## src/sdsc_pkg.sv

```systemverilog
// ============================================================================
// Sparse-to-dense scatter checker: shared definitions
// Widths, status codes, register indexes and the types passed between the
// configuration block, the coordinate lanes and the merge logic.
// ============================================================================
package sdsc_pkg;

    localparam int MAX_DIMS    = 4;
    localparam int ADDR_BITS   = 48;
    localparam int COORD_SLOTS = 4;
    localparam int DIM_CAP     = (MAX_DIMS < COORD_SLOTS) ? MAX_DIMS : COORD_SLOTS;

    localparam int COORD_W     = 14;
    localparam int SHAPE_W     = 13;
    localparam int VALUE_W     = 64;
    localparam int WADDR_W     = 48;
    localparam int STATUS_W    = 3;
    localparam int NDIM_W      = 3;
    localparam int CFG_IDX_W   = 3;
    localparam int CFG_DATA_W  = 13;
    localparam int SLOT_IDX_W  = (COORD_SLOTS > 1) ? $clog2(COORD_SLOTS) : 1;

    // Stride multiplies are split into two half-width partial products.
    localparam int STRIDE_LO_W = ADDR_BITS / 2;
    localparam int STRIDE_HI_W = ADDR_BITS - STRIDE_LO_W;

    typedef enum logic [STATUS_W-1:0] {
        ST_OK            = 3'd0,
        ST_OUT_OF_BOUNDS = 3'd1,
        ST_OUT_OF_ORDER  = 3'd2,
        ST_REPEATED      = 3'd3,
        ST_SUPPRESSED    = 3'd4
    } status_t;

    localparam logic [CFG_IDX_W-1:0] CFG_NUM_DIMS   = 3'd0;
    localparam logic [CFG_IDX_W-1:0] CFG_SHAPE_DIM0 = 3'd1;
    localparam logic [CFG_IDX_W-1:0] CFG_SHAPE_DIM1 = 3'd2;
    localparam logic [CFG_IDX_W-1:0] CFG_SHAPE_DIM2 = 3'd3;
    localparam logic [CFG_IDX_W-1:0] CFG_SHAPE_DIM3 = 3'd4;
    localparam logic [CFG_IDX_W-1:0] CFG_VALIDATE   = 3'd5;

    typedef logic signed [COORD_W-1:0] coord_t;
    typedef logic [SHAPE_W-1:0]        shape_t;
    typedef logic [ADDR_BITS-1:0]      stride_t;

    typedef logic [COORD_SLOTS-1:0][COORD_W-1:0]   coord_vec_t;
    typedef logic [COORD_SLOTS-1:0][SHAPE_W-1:0]   shape_vec_t;
    typedef logic [COORD_SLOTS-1:0][ADDR_BITS-1:0] stride_vec_t;

    typedef struct packed {
        logic in_bounds;
        logic greater;
        logic less;
    } lane_flags_t;

    typedef lane_flags_t [COORD_SLOTS-1:0] lane_flags_vec_t;

    typedef struct packed {
        logic [NDIM_W-1:0] dims_used;
        logic              validate;
    } cfg_ctrl_t;

endpackage

```

## src/sdsc_cfg.sv

```systemverilog
// ============================================================================
// Configuration registers and stride rebuild
// Holds the shape registers and rebuilds the row-major stride table after a
// write, one dimension at a time (S_MUL, then S_ACC) on a shared split multiplier.
// ============================================================================
module sdsc_cfg (
    input  logic                             clk,
    input  logic                             rst_n,
    input  logic                             cfg_valid,
    output logic                             cfg_ready,
    input  logic [sdsc_pkg::CFG_IDX_W-1:0]   cfg_index,
    input  logic [sdsc_pkg::CFG_DATA_W-1:0]  cfg_data,
    output logic                             busy,
    output sdsc_pkg::cfg_ctrl_t              ctrl,
    output sdsc_pkg::shape_vec_t             shapes,
    output sdsc_pkg::stride_vec_t            strides
);
    import sdsc_pkg::*;

    typedef enum logic [1:0] {
        S_IDLE,
        S_INIT,
        S_MUL,
        S_ACC
    } rb_state_t;

    rb_state_t                        state_reg;
    logic [NDIM_W-1:0]                num_dims_reg;
    shape_vec_t                       shape_reg;
    logic                             validate_reg;
    stride_vec_t                      stride_reg;
    logic [SLOT_IDX_W-1:0]            idx_reg;
    logic [STRIDE_LO_W+SHAPE_W-1:0]   lo_reg;
    logic [STRIDE_HI_W+SHAPE_W-1:0]   hi_reg;

    logic [NDIM_W-1:0]                dims_used;
    logic [SLOT_IDX_W-1:0]            last_idx;
    logic [SLOT_IDX_W-1:0]            idx_dec;
    logic                             cfg_write;

    // Clamp the dimension count to 1..DIM_CAP.
    always_comb
    begin
        priority if (num_dims_reg == '0)
        begin
            dims_used = NDIM_W'(1);
        end
        else if (num_dims_reg > NDIM_W'(DIM_CAP))
        begin
            dims_used = NDIM_W'(DIM_CAP);
        end
        else
        begin
            dims_used = num_dims_reg;
        end
    end

    assign last_idx  = SLOT_IDX_W'(dims_used - NDIM_W'(1));
    assign idx_dec   = idx_reg - SLOT_IDX_W'(1);
    assign cfg_ready = (state_reg == S_IDLE);
    assign busy      = (state_reg != S_IDLE);
    assign cfg_write = cfg_valid && cfg_ready;

    always_ff @(posedge clk or negedge rst_n)
    begin
        if (!rst_n)
        begin
            state_reg    <= S_IDLE;
            num_dims_reg <= NDIM_W'(1);
            validate_reg <= 1'b1;
            idx_reg      <= '0;
            for (int d = 0; d < COORD_SLOTS; d++)
            begin
                shape_reg[d]  <= SHAPE_W'(1);
                stride_reg[d] <= (d == 0) ? ADDR_BITS'(1) : '0;
            end
        end
        else
        begin
            unique case (state_reg)
                S_IDLE:
                begin
                    if (cfg_write)
                    begin
                        unique case (cfg_index)
                            CFG_NUM_DIMS:
                            begin
                                num_dims_reg <= cfg_data[NDIM_W-1:0];
                                state_reg    <= S_INIT;
                            end
                            CFG_SHAPE_DIM0:
                            begin
                                shape_reg[0] <= cfg_data[SHAPE_W-1:0];
                                state_reg    <= S_INIT;
                            end
                            CFG_SHAPE_DIM1:
                            begin
                                shape_reg[1] <= cfg_data[SHAPE_W-1:0];
                                state_reg    <= S_INIT;
                            end
                            CFG_SHAPE_DIM2:
                            begin
                                shape_reg[2] <= cfg_data[SHAPE_W-1:0];
                                state_reg    <= S_INIT;
                            end
                            CFG_SHAPE_DIM3:
                            begin
                                shape_reg[3] <= cfg_data[SHAPE_W-1:0];
                                state_reg    <= S_INIT;
                            end
                            CFG_VALIDATE:
                            begin
                                validate_reg <= cfg_data[0];
                                state_reg    <= S_INIT;
                            end
                            default:
                            begin
                                state_reg <= S_IDLE;
                            end
                        endcase
                    end
                end
                S_INIT:
                begin
                    // Innermost dimension in use has unit stride; unused slots hold zero.
                    for (int d = 0; d < COORD_SLOTS; d++)
                    begin
                        stride_reg[d] <= (SLOT_IDX_W'(d) == last_idx) ? ADDR_BITS'(1) : '0;
                    end
                    idx_reg              <= last_idx;
                    state_reg            <= (last_idx == '0) ? S_IDLE : S_MUL;
                end
                S_MUL:
                begin
                    lo_reg    <= stride_reg[idx_reg][STRIDE_LO_W-1:0] * shape_reg[idx_reg];
                    hi_reg    <= stride_reg[idx_reg][ADDR_BITS-1:STRIDE_LO_W]
                                 * shape_reg[idx_reg];
                    state_reg <= S_ACC;
                end
                S_ACC:
                begin
                    stride_reg[idx_dec] <= ADDR_BITS'(lo_reg)
                                           + ADDR_BITS'({hi_reg, {STRIDE_LO_W{1'b0}}});
                    idx_reg             <= idx_dec;
                    state_reg           <= (idx_reg == SLOT_IDX_W'(1)) ? S_IDLE : S_MUL;
                end
                default:
                begin
                    state_reg <= S_IDLE;
                end
            endcase
        end
    end

    assign ctrl.dims_used = dims_used;
    assign ctrl.validate  = validate_reg;
    assign shapes         = shape_reg;
    assign strides        = stride_reg;

endmodule

```

## config.mk

```make
export PLATFORM = sky130hd
export DESIGN_NAME = sdsc_cfg
export DESIGN_NICKNAME = d
export VERILOG_FILES = /design/src/sdsc_pkg.sv /design/src/sdsc_cfg.sv
export SDC_FILE = /design/constraint.sdc
export NUM_CORES = 2
export LEC_CHECK = 0
export ABC_AREA = 1
export BUFFER_PORTS_ARGS = -buffer_cell sky130_fd_sc_hd__buf_4
export CAP_MARGIN = 10
export CORE_MARGIN = 2
export CORE_UTILIZATION = 40
export CTS_BUF_LIST = sky130_fd_sc_hd__clkbuf_4 sky130_fd_sc_hd__clkbuf_8 sky130_fd_sc_hd__clkbuf_16
export DETAILED_ROUTE_END_ITERATION = 8
export GPL_TIMING_DRIVEN = 0
export PLACE_DENSITY_LB_ADDON = 0.05
export SLEW_MARGIN = 10
export SYNTH_ARGS = -nofsm -noshare
export SYNTH_HDL_FRONTEND = slang
export SYNTH_SLANG_ARGS = --single-unit
```

## constraint.sdc

```tcl
create_clock -name clk -period 11.7 [get_ports clk]
set_input_delay 1.755 -clock clk [delete_from_list [all_inputs] [get_ports clk]]
set_output_delay 1.755 -clock clk [all_outputs]
set_load 0.05 [all_outputs]
```

==> impl_metrics.json <==
{
  "status": "complete, no violations",
  "io_buffers": 268,
  "antenna_left": 0,
  "viasPerCell": 5.16,
  "nets": 4565,
  "syn_inst": 3677,
  "synth_area_um2": 30700,
  "dp_hpwl_um": 93000,
  "grt_pass1_vias": 25800,
  "setup_violations": 0,
  "avgRoutedWirePerCell_um": 22.5,
  "tightest_slew_ns": 1.23,
  "period_needed_ns": 8.06,
  "syn_area_per_cell_um2": 8.36,
  "place.gp.congestion": 0.929,
  "synth_edf_count": 61,
  "hold_viol": 0,
  "grt_max_degree": 101,
  "drive_gt1_share_pct": 11.5,
  "path_class": "flop to flop",
  "fp.dieW_um": 281,
  "postCtsSetupBuffers": 0,
  "antenna_found_initial": 2,
  "die_height_um": 281,
  "htreeDepth": 2,
  "synth_top_family_by_area": "adder cells",
  "max_freq_mhz": 124,
  "synth-simple-area-share_pct": 17.3,
  "io_pins": 269,
  "largest_register_ffs": 192,
  "holdCritPathClass": "flop to flop",
  "yosys-mux-area-fraction_pct": 0,
  "maxCapViolCount": 0,
  "yosysWarnings": 0,
  "area_growth_pct": 14.9,
  "clk_path_buf_depth": 3,
  "r2r_cells": 25,
  "start_util_pct": 40.5,
  "dieArea_um2": 79100,
  "path_max_fanout": 10,
  "overflow": 0,
  "crit_required_ns": 11.96,
  "first_iter_violations": 2044,
  "core_um2": 75900,
  "end_kind": "flop",
  "synth_seq_cells": 313,
  "grt_pass1_wl_um": 169000,
  "async_reset_ff_share_pct": 80.5,
  "synth_fa_ha_area_share_pct": 32.8,
  "fin_skew_ns": 0.0220,
  "synth_compound_area_share_pct": 9.76,
  "dpl_cell_area_um2": 34200,
  "first_pass_iters": 5,
  "slew_violations": 0,
  "max_stage_delay_ns": 0.82,
  "wl_um": 114000,
  "min_path_cells": 2,
  "slew-limit-headroom_pct": 17.7,
  "post-route-period-util_pct": 68.9,
  "clock-sinks": 313,
  "synth_xor_area_share_pct": 1.88,
  "synth_flop_cell": "dfrtp_1",
  "n_antenna_cell": 0,
  "ctsRootBufferMaster": "clkbuf_16",
  "postLayoutCellArea_um2": 35300,
  "rsz0062_at_grt": "false",
  "tritoncts": "done",
  "setup_tns_ns": 0,
  "cpMaxStageDelayCell": "a32oi_2",
  "yosysUniqueCellTypes": 52,
  "rows": 101,
  "synth_nets": 4255,
  "track_usage_pct": 29.0,
  "clk_transition_reported_paths_ns": 0.06,
  "vias": 26100,
  "arrival_ns": 8.32,
  "post_cts_resized": 0,
  "cts_buffers": 35,
  "holdBufCountCts": 0,
  "ys_seq_area_share_pct": 26.5,
  "drc": 0,
  "insertion_delay_ns": 0.53,
  "startpoint_type": "flop",
  "utilization_pct": 46.5
}
-- synthesized netlist by cell type, types with 41 or more instances --
cell	n	area share [%]
a21oi_1	124	2.0
clkbuf_1	67	0.82
dfrtp_1	245	20
edfxtp_1	61	6.0
fa_1	412	27
ha_1	147	6.0
inv_1	763	9.3
nand2_1	876	11
nand3_1	105	1.7
nor2_1	310	3.8
o21ai_0	220	3.6
o22ai_1	41	0.83
xor2_1	41	1.2
-- area by class of cell --
type / count / area [um^2]
fillers: 7681 / 40600
multi-input cells: 2456 / 19000
flip-flops and latches: 313 / 8150
inverters: 775 / 2920
repair buffers: 273 / 2140
well taps: 1030 / 1290
clock buffers: 49 / 1030
plain buffers: 133 / 673
clock inverters: 15 / 119
-- path summary, 6_finish.rpt --
path                                          startpoint                          end  slack [ns]
max in group asynchronous                          rst_n     strides[156]$_DFFE_PN0P_        9.20
worst max register to register    idx_reg[1]$_DFFE_PN0P_         lo_reg[34]$_DFFE_PP_        3.64
worst min register to register  validate_reg$_DFFE_PN1P_     validate_reg$_DFFE_PN1P_        0.49
worst max-delay path              idx_reg[1]$_DFFE_PN0P_         lo_reg[34]$_DFFE_PP_        3.64
min in group asynchronous                          rst_n  num_dims_reg[2]$_DFFE_PN0P_        1.02
worst min-delay path            validate_reg$_DFFE_PN1P_     validate_reg$_DFFE_PN1P_        0.49
-- stage by stage --
stage | worst slack [ns] | hold slack [ns] | instances
finish | 3.64 | 0.486 | 5044
detailed placement | 3.78 | 0.480 | 4980
floorplan | 5.76 | 0.466 | 3677
global route | 3.35 | 0.523 | 5044
global placement | 2.33 | 0.474 | 4975
CTS | 3.73 | 0.489 | 5044
-- metal layers --
layer,routed length [um],vias up,global-route usage (%)
met3,7920,111,3.75
li1,-,11900,-
met4,2240,0,5.94
met2,50600,942,44.9
met1,52900,13100,43.5
met5,0,-,0
-- worst max-delay path: cells and delay by family, from the launching register on --
family,cells,cell delay [ns]
adder cells (fa/ha/maj),6,2.85
buffers and inverters,10,1.82
XOR/XNOR,1,0.18
flip-flops,1,0.40
AND/OR/NAND/NOR,4,0.95
AO/OA/AOI/OAI,4,1.56
-- cells by family (layout without fill, tap and decap cells) --
kind of cell             after synthesis  after routing
AO/OA/AOI/OAI                        484            484
flip-flops                           313            313
AND/OR/NAND/NOR                     1348           1348
XOR/XNOR                              65             65
buffers and inverters                908           1245
adder cells (fa/ha/maj)              559            559
-- placed cells by master, fill, tap and decap left out, types with 15 or more instances in the layout --
cell       instances
a21oi_1          124
nand2_1          876
xor2_1            41
o21ai_0          220
xnor2_1           23
clkbuf_16         36
dfrtp_1          245
buf_2             28
buf_4            276
nor2_1           309
a32oi_2           28
clkbuf_1          67
ha_1             147
fa_1             412
nand3_1          105
inv_1            763
o22ai_1           41
edfxtp_1          61
buf_1             15
Power is not shown: default switching activity piles up to over one toggle a cycle in this logic, so the estimate is an artifact.
